File: config.mk
export PLATFORM = sky130hd
export DESIGN_NAME = nonoverlap_pattern_counter_core_flat
export DESIGN_NICKNAME = d
export VERILOG_FILES = /design/src/rtl/core/npc_pkg.sv /design/src/rtl/core/npc_if.sv /design/src/rtl/core/npc_front.sv /design/src/rtl/core/npc_queue.sv /design/src/rtl/core/npc_back.sv /design/src/rtl/core/nonoverlap_pattern_counter_core.sv /design/src/flat_wrapper.sv
export SDC_FILE = /design/constraint.sdc
export NUM_CORES = 1
export LEC_CHECK = 0
export BUFFER_PORTS_ARGS = -buffer_cell sky130_fd_sc_hd__buf_4
export CAP_MARGIN = 20
export CORE_ASPECT_RATIO = 0.7
export CORE_UTILIZATION = 50
export CTS_CLUSTER_SIZE = 16
export DETAILED_ROUTE_END_ITERATION = 10
export GPL_ROUTABILITY_DRIVEN = 1
export PLACE_DENSITY_LB_ADDON = 0.3
export SLEW_MARGIN = 10
export SYNTH_ARGS = -nofsm -noshare
export SYNTH_HDL_FRONTEND = slang
export SYNTH_HIERARCHICAL = 1
export SYNTH_SLANG_ARGS = --single-unit
File: constraint.sdc
create_clock -name clk -period 16.08 [get_ports clk]
set_input_delay 3.216 -clock clk [delete_from_list [all_inputs] [get_ports clk]]
set_output_delay 3.216 -clock clk [all_outputs]
set_load 0.05 [all_outputs]
File: src/rtl/core/npc_pkg.sv
// Shared types and constants for the non-overlapping pattern counter.
// No dependencies; compiled first.
`default_nettype none

package npc_pkg;

    // Needle and window geometry
    localparam int MAX_NEEDLE  = 16;
    localparam int WIN_DEPTH   = MAX_NEEDLE - 1;
    localparam int LEN_W       = $clog2(MAX_NEEDLE + 1);
    localparam int SKIP_W      = (MAX_NEEDLE > 1) ? $clog2(MAX_NEEDLE) : 1;
    localparam int IDX_W       = SKIP_W;

    // Field widths
    localparam int BYTE_W      = 8;
    localparam int COUNT_W     = 32;
    localparam int CFG_DATA_W  = 64;
    localparam int CFG_IDX_W   = 2;
    localparam int NEEDLE_W    = 2 * CFG_DATA_W;

    // Queue between front and back (depth is a power of two)
    localparam int QUEUE_DEPTH = 2;
    localparam int QPTR_W      = (QUEUE_DEPTH > 1) ? $clog2(QUEUE_DEPTH) : 1;
    localparam int QCNT_W      = $clog2(QUEUE_DEPTH + 1);

    // Configuration register indexes
    localparam logic [CFG_IDX_W-1:0] REG_NEEDLE_LOW    = 2'd0;
    localparam logic [CFG_IDX_W-1:0] REG_NEEDLE_HIGH   = 2'd1;
    localparam logic [CFG_IDX_W-1:0] REG_NEEDLE_LENGTH = 2'd2;

    localparam logic [LEN_W-1:0] NEEDLE_LENGTH_RESET = LEN_W'(1);

    // Work kinds handed from front to back
    typedef enum logic [1:0] {
        OP_BYTE     = 2'd0,
        OP_EOF      = 2'd1,
        OP_BYTE_EOF = 2'd2
    } npc_op_t;

    typedef struct packed {
        npc_op_t            op;
        logic [BYTE_W-1:0]  data_byte;
    } npc_entry_t;

    // Queue read side as seen by the back end
    typedef struct packed {
        logic       valid;
        npc_entry_t entry;
    } npc_queue_out_t;

endpackage

`default_nettype wire

File: src/rtl/core/npc_if.sv
// Channel interfaces: input stream, result, configuration write.
// Depends on npc_pkg.
`default_nettype none

interface npc_stream_if;
    logic                       valid;
    logic                       ready;
    logic [npc_pkg::BYTE_W-1:0] data_byte;
    logic                       byte_present;
    logic                       end_of_file;

    modport source (output valid, data_byte, byte_present, end_of_file, input ready);
    modport sink   (input valid, data_byte, byte_present, end_of_file, output ready);
endinterface

interface npc_result_if;
    logic                        valid;
    logic                        ready;
    logic [npc_pkg::COUNT_W-1:0] match_count;

    modport source (output valid, match_count, input ready);
    modport sink   (input valid, match_count, output ready);
endinterface

interface npc_cfg_if;
    logic                           valid;
    logic                           ready;
    logic [npc_pkg::CFG_IDX_W-1:0]  index;
    logic [npc_pkg::CFG_DATA_W-1:0] data;

    modport source (output valid, index, data, input ready);
    modport sink   (input valid, index, data, output ready);
endinterface

`default_nettype wire

File: src/rtl/core/npc_front.sv
// Front end: accepts stream words, drops bare idle words, classifies the rest.
// Depends on npc_pkg and npc_if.
`default_nettype none

module npc_front (
    input  wire logic          clk,
    input  wire logic          rst_n,
    npc_stream_if.sink         stream,
    input  wire logic          queue_full,
    output logic               push,
    output npc_pkg::npc_entry_t push_entry
);

    logic                 front_valid_reg;
    logic                 front_valid_next;
    npc_pkg::npc_entry_t  front_entry_reg;
    npc_pkg::npc_entry_t  front_entry_next;
    logic                 accept;
    logic                 useful;

    // Holding stage frees as soon as the queue takes its word
    assign stream.ready = !front_valid_reg || !queue_full;
    assign accept       = stream.valid && stream.ready;
    assign useful       = stream.byte_present || stream.end_of_file;
    assign push         = front_valid_reg && !queue_full;
    assign push_entry   = front_entry_reg;

    // Classify the incoming word
    always_comb
    begin
        front_entry_next           = front_entry_reg;
        front_entry_next.data_byte = stream.data_byte;
        priority if (stream.byte_present && stream.end_of_file)
        begin
            front_entry_next.op = npc_pkg::OP_BYTE_EOF;
        end
        else if (stream.end_of_file)
        begin
            front_entry_next.op = npc_pkg::OP_EOF;
        end
        else
        begin
            front_entry_next.op = npc_pkg::OP_BYTE;
        end
    end

    always_comb
    begin
        front_valid_next = front_valid_reg;
        if (accept && useful)
        begin
            front_valid_next = 1'b1;
        end
        else if (push)
        begin
            front_valid_next = 1'b0;
        end
    end

    always_ff @(posedge clk or negedge rst_n)
    begin
        if (!rst_n)
        begin
            front_valid_reg <= 1'b0;
        end
        else
        begin
            front_valid_reg <= front_valid_next;
        end
    end

    // Payload, no reset
    always_ff @(posedge clk)
    begin
        if (accept && useful)
        begin
            front_entry_reg <= front_entry_next;
        end
    end

endmodule

`default_nettype wire

File: src/rtl/core/npc_queue.sv
// Short flop queue between front and back ends.
// Depends on npc_pkg.
`default_nettype none

module npc_queue (
    input  wire logic                 clk,
    input  wire logic                 rst_n,
    input  wire logic                 push,
    input  npc_pkg::npc_entry_t       push_entry,
    output logic                      full,
    input  wire logic                 pop,
    output npc_pkg::npc_queue_out_t   head
);

    npc_pkg::npc_entry_t             entry_reg [npc_pkg::QUEUE_DEPTH];
    logic [npc_pkg::QPTR_W-1:0]      wr_ptr_reg;
    logic [npc_pkg::QPTR_W-1:0]      wr_ptr_next;
    logic [npc_pkg::QPTR_W-1:0]      rd_ptr_reg;
    logic [npc_pkg::QPTR_W-1:0]      rd_ptr_next;
    logic [npc_pkg::QCNT_W-1:0]      count_reg;
    logic [npc_pkg::QCNT_W-1:0]      count_next;
    logic                            do_push;
    logic                            do_pop;

    assign full       = (count_reg == npc_pkg::QCNT_W'(npc_pkg::QUEUE_DEPTH));
    assign do_push    = push && !full;
    assign do_pop     = pop && (count_reg != '0);
    assign head.valid = (count_reg != '0);
    assign head.entry = entry_reg[rd_ptr_reg];

    // Pointers wrap naturally at a power-of-two depth
    always_comb
    begin
        wr_ptr_next = wr_ptr_reg;
        rd_ptr_next = rd_ptr_reg;
        count_next  = count_reg;
        if (do_push)
        begin
            wr_ptr_next = wr_ptr_reg + 1'b1;
        end
        if (do_pop)
        begin
            rd_ptr_next = rd_ptr_reg + 1'b1;
        end
        if (do_push && !do_pop)
        begin
            count_next = count_reg + 1'b1;
        end
        else if (do_pop && !do_push)
        begin
            count_next = count_reg - 1'b1;
        end
    end

    always_ff @(posedge clk or negedge rst_n)
    begin
        if (!rst_n)
        begin
            wr_ptr_reg <= '0;
            rd_ptr_reg <= '0;
            count_reg  <= '0;
        end
        else
        begin
            wr_ptr_reg <= wr_ptr_next;
            rd_ptr_reg <= rd_ptr_next;
            count_reg  <= count_next;
        end
    end

    always_ff @(posedge clk)
    begin
        if (do_push)
        begin
            entry_reg[wr_ptr_reg] <= push_entry;
        end
    end

endmodule

`default_nettype wire

File: src/rtl/core/npc_back.sv
// Back end: needle registers, byte window compare, skip counter, count and
// result register. Depends on npc_pkg and npc_if.
`default_nettype none

module npc_back (
    input  wire logic                clk,
    input  wire logic                rst_n,
    npc_cfg_if.sink                  cfg,
    input  npc_pkg::npc_queue_out_t  head,
    output logic                     pop,
    npc_result_if.source             result
);

    localparam logic [npc_pkg::LEN_W-1:0]   LEN_MAX   = npc_pkg::LEN_W'(npc_pkg::MAX_NEEDLE);
    localparam logic [npc_pkg::COUNT_W-1:0] COUNT_MAX = '1;

    // Configuration
    logic [npc_pkg::CFG_DATA_W-1:0] needle_low_reg;
    logic [npc_pkg::CFG_DATA_W-1:0] needle_high_reg;
    logic [npc_pkg::LEN_W-1:0]      needle_length_reg;

    // Scan state
    logic [npc_pkg::BYTE_W-1:0]     window_reg [npc_pkg::WIN_DEPTH];
    logic [npc_pkg::LEN_W-1:0]      seen_reg;
    logic [npc_pkg::LEN_W-1:0]      seen_next;
    logic [npc_pkg::SKIP_W-1:0]     skip_reg;
    logic [npc_pkg::SKIP_W-1:0]     skip_next;
    logic [npc_pkg::COUNT_W-1:0]    count_reg;
    logic [npc_pkg::COUNT_W-1:0]    count_next;
    logic [npc_pkg::COUNT_W-1:0]    count_after;
    logic                           out_valid_reg;
    logic                           out_valid_next;
    logic [npc_pkg::COUNT_W-1:0]    out_count_reg;

    logic [npc_pkg::NEEDLE_W-1:0]   needle_all;
    logic [npc_pkg::BYTE_W-1:0]     hist [npc_pkg::MAX_NEEDLE];
    logic [npc_pkg::MAX_NEEDLE-1:0] pos_ok;
    logic [npc_pkg::LEN_W-1:0]      len_eff;
    logic [npc_pkg::IDX_W-1:0]      len_m1;
    logic [npc_pkg::LEN_W-1:0]      seen_inc;
    logic                           hit;
    logic                           has_byte;
    logic                           has_eof;
    logic                           take_byte;

    assign cfg.ready = 1'b1;

    // Configuration writes; indexes outside the list are ignored
    always_ff @(posedge clk or negedge rst_n)
    begin
        if (!rst_n)
        begin
            needle_low_reg    <= '0;
            needle_high_reg   <= '0;
            needle_length_reg <= npc_pkg::NEEDLE_LENGTH_RESET;
        end
        else if (cfg.valid)
        begin
            unique case (cfg.index)
                npc_pkg::REG_NEEDLE_LOW:    needle_low_reg    <= cfg.data;
                npc_pkg::REG_NEEDLE_HIGH:   needle_high_reg   <= cfg.data;
                npc_pkg::REG_NEEDLE_LENGTH: needle_length_reg <= cfg.data[npc_pkg::LEN_W-1:0];
                default: ;
            endcase
        end
    end

    // Decode the queued word
    always_comb
    begin
        unique case (head.entry.op)
            npc_pkg::OP_BYTE:
            begin
                has_byte = 1'b1;
                has_eof  = 1'b0;
            end
            npc_pkg::OP_EOF:
            begin
                has_byte = 1'b0;
                has_eof  = 1'b1;
            end
            npc_pkg::OP_BYTE_EOF:
            begin
                has_byte = 1'b1;
                has_eof  = 1'b1;
            end
            default:
            begin
                has_byte = 1'b0;
                has_eof  = 1'b0;
            end
        endcase
    end

    // An end-of-file word waits for room in the result register
    assign pop       = head.valid && (!has_eof || !out_valid_reg || result.ready);
    assign take_byte = pop && has_byte;

    // Effective length: zero acts as one, too large acts as the maximum
    always_comb
    begin
        priority if (needle_length_reg == '0)
        begin
            len_eff = npc_pkg::LEN_W'(1);
        end
        else if (needle_length_reg > LEN_MAX)
        begin
            len_eff = LEN_MAX;
        end
        else
        begin
            len_eff = needle_length_reg;
        end
    end
    assign len_m1     = npc_pkg::IDX_W'(len_eff - 1'b1);
    assign needle_all = {needle_high_reg, needle_low_reg};
    assign seen_inc   = (seen_reg == LEN_MAX) ? seen_reg : seen_reg + 1'b1;

    // History: newest byte first, then the window
    always_comb
    begin
        hist[0] = head.entry.data_byte;
        for (int j = 1; j < npc_pkg::MAX_NEEDLE; j++)
        begin
            hist[j] = window_reg[j-1];
        end
    end

    // Needle byte k lines up with the byte len-1-k places back
    always_comb
    begin
        for (int k = 0; k < npc_pkg::MAX_NEEDLE; k++)
        begin
            if (npc_pkg::LEN_W'(k) >= len_eff)
            begin
                pos_ok[k] = 1'b1;
            end
            else
            begin
                pos_ok[k] = (hist[len_m1 - npc_pkg::IDX_W'(k)]
                             == needle_all[k*npc_pkg::BYTE_W +: npc_pkg::BYTE_W]);
            end
        end
    end
    assign hit = (&pos_ok) && (seen_inc >= len_eff);

    // Skip counter and count update for one byte
    always_comb
    begin
        seen_next   = seen_reg;
        skip_next   = skip_reg;
        count_after = count_reg;
        if (take_byte)
        begin
            seen_next = seen_inc;
            if (skip_reg != '0)
            begin
                skip_next = skip_reg - 1'b1;
            end
            else if (hit)
            begin
                skip_next = len_m1;
                if (count_reg != COUNT_MAX)
                begin
                    count_after = count_reg + 1'b1;
                end
            end
        end
        count_next = count_after;
        // End of file clears the scan; window contents are gated by seen
        if (pop && has_eof)
        begin
            seen_next  = '0;
            skip_next  = '0;
            count_next = '0;
        end
    end

    always_comb
    begin
        out_valid_next = out_valid_reg;
        if (pop && has_eof)
        begin
            out_valid_next = 1'b1;
        end
        else if (result.ready)
        begin
            out_valid_next = 1'b0;
        end
    end

    always_ff @(posedge clk or negedge rst_n)
    begin
        if (!rst_n)
        begin
            seen_reg      <= '0;
            skip_reg      <= '0;
            count_reg     <= '0;
            out_valid_reg <= 1'b0;
        end
        else
        begin
            seen_reg      <= seen_next;
            skip_reg      <= skip_next;
            count_reg     <= count_next;
            out_valid_reg <= out_valid_next;
        end
    end

    // Window shift and result payload, no reset
    always_ff @(posedge clk)
    begin
        if (take_byte)
        begin
            window_reg[0] <= head.entry.data_byte;
            for (int j = 1; j < npc_pkg::WIN_DEPTH; j++)
            begin
                window_reg[j] <= window_reg[j-1];
            end
        end
        if (pop && has_eof)
        begin
            out_count_reg <= count_after;
        end
    end

    assign result.valid       = out_valid_reg;
    assign result.match_count = out_count_reg;

endmodule

`default_nettype wire

File: src/rtl/core/nonoverlap_pattern_counter_core.sv
// Top level of the non-overlapping pattern counter.
// Depends on npc_pkg, npc_if, npc_front, npc_queue, npc_back.
//
//  channel   role    payload                                 word moves when
//  stream    sink    data_byte, byte_present, end_of_file    valid && ready
//  result    source  match_count                             valid && ready
//  cfg       sink    index, data                             valid && ready
//
// One stream word per cycle sustained while no end-of-file word waits on a
// stalled result; the back end does the byte compare and skip update as each
// byte pops. An end-of-file word passes through the holding stage, the queue
// and then the result register before its count shows.
// A stalled result blocks only an end-of-file word at the queue head and the
// words behind it; bytes ahead of it keep flowing, and the two-entry queue
// plus holding stage absorb the rest before ready drops.
// Reset clears all control state at once; no clearing pass. cfg.ready is
// always high.
`default_nettype none

module nonoverlap_pattern_counter_core (
    input  wire logic      clk,
    input  wire logic      rst_n,
    npc_stream_if.sink     stream,
    npc_result_if.source   result,
    npc_cfg_if.sink        cfg
);

    logic                     push;
    logic                     queue_full;
    logic                     pop;
    npc_pkg::npc_entry_t      push_entry;
    npc_pkg::npc_queue_out_t  head;

    npc_front u_front (
        .clk        (clk),
        .rst_n      (rst_n),
        .stream     (stream),
        .queue_full (queue_full),
        .push       (push),
        .push_entry (push_entry)
    );

    npc_queue u_queue (
        .clk        (clk),
        .rst_n      (rst_n),
        .push       (push),
        .push_entry (push_entry),
        .full       (queue_full),
        .pop        (pop),
        .head       (head)
    );

    npc_back u_back (
        .clk    (clk),
        .rst_n  (rst_n),
        .cfg    (cfg),
        .head   (head),
        .pop    (pop),
        .result (result)
    );

endmodule

`default_nettype wire

File: src/flat_wrapper.sv
// flat-port wrapper written by rule: the top's interface ports become plain ports
module nonoverlap_pattern_counter_core_flat 
  (clk, rst_n, stream_valid, stream_data_byte, stream_byte_present, stream_end_of_file, stream_ready, result_valid, result_match_count, result_ready, cfg_valid, cfg_index, cfg_data, cfg_ready);
  npc_stream_if stream_i ();
  npc_result_if result_i ();
  npc_cfg_if cfg_i ();
  input  wire logic clk;
  input  wire logic rst_n;
  input wire logic [$bits(stream_i.valid)-1:0] stream_valid;
  input wire logic [$bits(stream_i.data_byte)-1:0] stream_data_byte;
  input wire logic [$bits(stream_i.byte_present)-1:0] stream_byte_present;
  input wire logic [$bits(stream_i.end_of_file)-1:0] stream_end_of_file;
  output wire logic [$bits(stream_i.ready)-1:0] stream_ready;
  output wire logic [$bits(result_i.valid)-1:0] result_valid;
  output wire logic [$bits(result_i.match_count)-1:0] result_match_count;
  input wire logic [$bits(result_i.ready)-1:0] result_ready;
  input wire logic [$bits(cfg_i.valid)-1:0] cfg_valid;
  input wire logic [$bits(cfg_i.index)-1:0] cfg_index;
  input wire logic [$bits(cfg_i.data)-1:0] cfg_data;
  output wire logic [$bits(cfg_i.ready)-1:0] cfg_ready;
  assign stream_i.valid = stream_valid;
  assign stream_i.data_byte = stream_data_byte;
  assign stream_i.byte_present = stream_byte_present;
  assign stream_i.end_of_file = stream_end_of_file;
  assign stream_ready = stream_i.ready;
  assign result_valid = result_i.valid;
  assign result_match_count = result_i.match_count;
  assign result_i.ready = result_ready;
  assign cfg_i.valid = cfg_valid;
  assign cfg_i.index = cfg_index;
  assign cfg_i.data = cfg_data;
  assign cfg_ready = cfg_i.ready;
  nonoverlap_pattern_counter_core u_core (.clk(clk), .rst_n(rst_n), .stream(stream_i), .result(result_i), .cfg(cfg_i));
endmodule
==> results.md <==
* HPWL after DPL at 40,830 µm
* Clock Tree Root: clkbuf_16
* Cells resized by post-CTS repair at 0
* Hold_buf cts at 0
* Global-route wire length before repair at around 85,000 µm
* Main synth FF type: edfxtp_1
* Initial drt markers at 1,821
* Lkg Pwr at 9.386 nW
* # IOs at 116
* Wirelength per Cell at ~25 µm
* Hold EP: u_core/u_queue/entry_reg[1][6]$_DFFE_PP_
* Max Cap Viol at 0
* Vias in the first global route at 13,350
* Crit Path Max Fanout at 46
* Worst Max-Slew Pin Slew at 1076 ps
* H-tree levels at 2
* Pwr Density at 241.7 mW/mm²
* FF-to-FF Start: u_core/u_back/needle_length_reg[4]$_DFFE_PN0P_
* RSZ-0062 raised after global routing: no
* Final ANT Viol Nets at 0
* Worst skew pair latency at 560 ps
* Vias per Instance at 6.409
* WHS Path Cells at 0
* Metal3 WL at roughly 5500 µm
* Max Used Layer: met4
* Sequential share of the synthesized area at 46.21%
* WL final at 55,940 µm
* Nets at 1,718
* Ys Warns at 6
* Mapped Cells at 1,544
* Synthesized netlist net count at 1,639
* Worst setup EP type: register
* WS Path Type: reg -> reg
* Initial antenna violation count at 0
* Power share of the combinational group at a little under three fifths
* Hold path startpoint: u_core/u_front/push_entry[6]$_DFFE_PP_
* Sw Share at 43.13%
* Share of cells above drive strength 1 at between 30% and 40%
* Final Hold Fails at 0
* Core ar. at 0.04241 mm²
* Max FFs per register at 120
* Input/output buffers at 114
* Status: complete, no violations
* Final setup vio count at 0
* Met2 WL at 24,220 µm
* Largest net degree at the start of global routing at 71
* Clock sinks at around 360
* Detailed Routing Iterations Pass 1 at 5
* Req. time, crit path at 16,380 ps
* Yosys reg bits at between 300 and 400
* N_diodes at 0
* Min Tclk post-route at between 7000 and 8000 ps
* Cell variety after synth at 68
* Maximum VDD drop at 0.0001052 V
* Fin crit share at 49.08%
* Hold WC Path Type: reg -> reg
* CTS Buf Count at 38
* Post CTS Setup Buffer Count at 0
* Max-slew headroom at 28.25%
* Mean Syn Cell Area at between 10 and 15 µm²
* EDFF count, synth at 182
* DP Worst Slack at 7969 ps
* FP Rows at 63
* Worst-path clk slew at 60 ps
* Clk pwr share at 15.3%
* Clk_skew at 25.19 ps
* Area Growth Syn to Fin at 11.87%
* Net Switching at ~2.5 mW
* Die Ht at approximately 180 µm
* Int Pwr at 3.318 mW
* Max Fclk at 126.7 MHz
* GR Overflow Total at 0
* Initial Util at 50.88%
* M1 WL at 25,270 µm
* Sequential share of power at between 20% and 30%
* GR Util All Layers at between 20 and 30%
* Final setup margin at 8188 ps
* Syn Std Cell Area at 0.02158 mm²
* Worst reg2reg endpoint: u_core/u_back/result.match_count[18]$_DFFE_PP_
* Vias at 14,130
* Drc violations at 0
* Final RePlAce weighted congestion at 0.9509
* Worst EP arrival at 8190 ps
* Setup TNS at 0 ps
* CTS tree: done
* R2R setup slack at 8190 ps
* Reg2Reg Depth at 18
* Chip width at approximately 250 µm
* DIE AREA at 0.04400 mm²
* Clock Tree Buf Depth at 3
* Final Util at 56.92%
* Crit path launch type: register
* Final Max Slew Viols at 0
* Synth async-reset ratio at 49.72%
[cell usage after synthesis (6+ instances only)]
cell / instances / share of area, %
nor4_1: 14 / 0.41
mux2_2: 135 / 7.0
nor2b_1: 8 / 0.23
and3_1: 25 / 0.72
o21ai_0: 16 / 0.37
buf_1: 7 / 0.12
ha_1: 14 / 0.81
edfxtp_1: 182 / 25
mux2i_1: 177 / 8.2
a211oi_1: 10 / 0.35
or2_2: 24 / 0.70
and2_1: 12 / 0.35
buf_4: 9 / 0.31
mux4_2: 162 / 17
nand2_1: 63 / 1.1
nor3_1: 7 / 0.16
mux2_4: 9 / 0.63
a22oi_1: 25 / 0.87
nand3_1: 38 / 0.88
nor2_1: 27 / 0.47
nand4_1: 42 / 1.2
xnor2_1: 124 / 5.0
a21oi_1: 25 / 0.58
buf_2: 31 / 0.72
xor2_1: 46 / 1.9
clkbuf_1: 46 / 0.80
a31oi_1: 6 / 0.17
inv_1: 19 / 0.33
dfrtp_1: 179 / 21
[layout make-up]
cell class              instances  area, µm²
clock buffers                  49       1049
clock inverters                20      198.9
fillers                      3351      18270
inverters                      22      86.33
multi-input cells            1064      11120
flip-flops and latches        362       9971
well taps                     552      690.7
repair buffers                135       1025
[logic make-up after synthesis]
group                      share of synthesized area (%)
and+or+nand+nor                                    7.248
AOI/OAI and AO/OA                                  3.375
other                                            0.01738
muxes                                              32.79
xor gates and xnor gates                           7.051
adders and majority gates                         0.8118
buffers and inverters                              2.493
DFF                                                46.21
[routing by layer]
layer / vias to the layer above / GRT usage, %
met1: 7258 / 40.31
met3: 71 / 5.661
met4: 0 / 5.343
met5: - / 0
met2: 653 / 36.05
li1: 6144 / -
[worst max-delay path, cell delays in order (launching register included)]
cell      delay (ps)
dfrtp_1          700
inv_2            200
a21oi_4          430
ha_4             630
buf_4            660
o21ba_2          250
o21ai_0          770
nand2_1          640
buf_4            420
a211oi_1         220
a21oi_1           80
xor2_1           170
nor4_1           480
a31oi_1          180
or4_1            690
nor3_4           430
buf_8            240
nand4_1          180
xnor2_1          190
[metrics by stage]
stage	std cells	power [mW]	hold slack, ps	instance area, µm²
floorplan	1544	3.975	421.5	21580
global placement	2134	4.824	428.1	22880
detailed placement	2134	4.890	433.8	22880
CTS	2203	5.806	449.4	24120
global route	2204	6.114	455.4	24140
finish	2204	5.834	449.1	24140
[power by group through the flow]
| stage | clock network (mW) | registers (mW) | logic (mW) |
|---|---|---|---|
| after floorplan | 0 | 1.78 | 2.19 |
| after global placement | 0 | 1.69 | 3.14 |
| after detailed placement | 0 | 1.71 | 3.18 |
| after CTS | 0.913 | 1.70 | 3.19 |
| after global routing | 0.946 | 1.75 | 3.42 |
| final | 0.893 | 1.71 | 3.23 |
[layout by cell type, fill, tap and decap left out, types with 3 or more instances in the layout]
| cell type | netlist | routed |
|---|---|---|
| clkinv_2 | 0 | 4 |
| nand3_1 | 38 | 38 |
| a211oi_1 | 10 | 10 |
| bufinv_16 | 0 | 3 |
| nand4_1 | 42 | 42 |
| and2_1 | 12 | 12 |
| mux2_4 | 9 | 9 |
| o21ai_1 | 4 | 3 |
| mux2_2 | 135 | 135 |
| o21a_1 | 5 | 5 |
| and3_1 | 25 | 25 |
| nand2b_1 | 4 | 4 |
| nand3b_1 | 3 | 3 |
| nor4_1 | 14 | 14 |
| buf_4 | 9 | 133 |
| nor2_1 | 27 | 27 |
| clkinv_1 | 1 | 9 |
| mux4_2 | 162 | 162 |
| a31o_2 | 3 | 3 |
| a31oi_1 | 6 | 6 |
| o21ai_0 | 16 | 15 |
| mux2i_1 | 177 | 176 |
| nor3_1 | 7 | 6 |
| clkbuf_16 | 0 | 40 |
| or2_2 | 24 | 24 |
| xor2_1 | 46 | 46 |
| nand2_1 | 63 | 63 |
| a21oi_1 | 25 | 25 |
| inv_1 | 19 | 17 |
| xnor2_1 | 124 | 123 |
| ha_1 | 14 | 13 |
| clkbuf_1 | 46 | 7 |
| or3_1 | 4 | 4 |
| nor2b_1 | 8 | 8 |
| edfxtp_1 | 182 | 182 |
| dfrtp_1 | 179 | 179 |
| a22oi_1 | 25 | 25 |
[worst max path at each step]
stage                                                        start  slack [ps]                                        endpoint  depth (start not counted)
floorplan                                             result_ready        8120           u_core/u_back/skip_reg[2]$_DFFE_PN0P_                          8
finish              u_core/u_back/needle_length_reg[4]$_DFFE_PN0P_        8190  u_core/u_back/result.match_count[18]$_DFFE_PP_                         18
global placement    u_core/u_back/needle_length_reg[4]$_DFFE_PN0P_        8140  u_core/u_back/result.match_count[18]$_DFFE_PP_                         17
global route        u_core/u_back/needle_length_reg[4]$_DFFE_PN0P_        7700  u_core/u_back/result.match_count[20]$_DFFE_PP_                         18
detailed placement  u_core/u_back/needle_length_reg[4]$_DFFE_PN0P_        7970  u_core/u_back/result.match_count[23]$_DFFE_PP_                         17
CTS                 u_core/u_back/needle_length_reg[4]$_DFFE_PN0P_        7950  u_core/u_back/result.match_count[23]$_DFFE_PP_                         17
(Power assumes the default switching activity.)
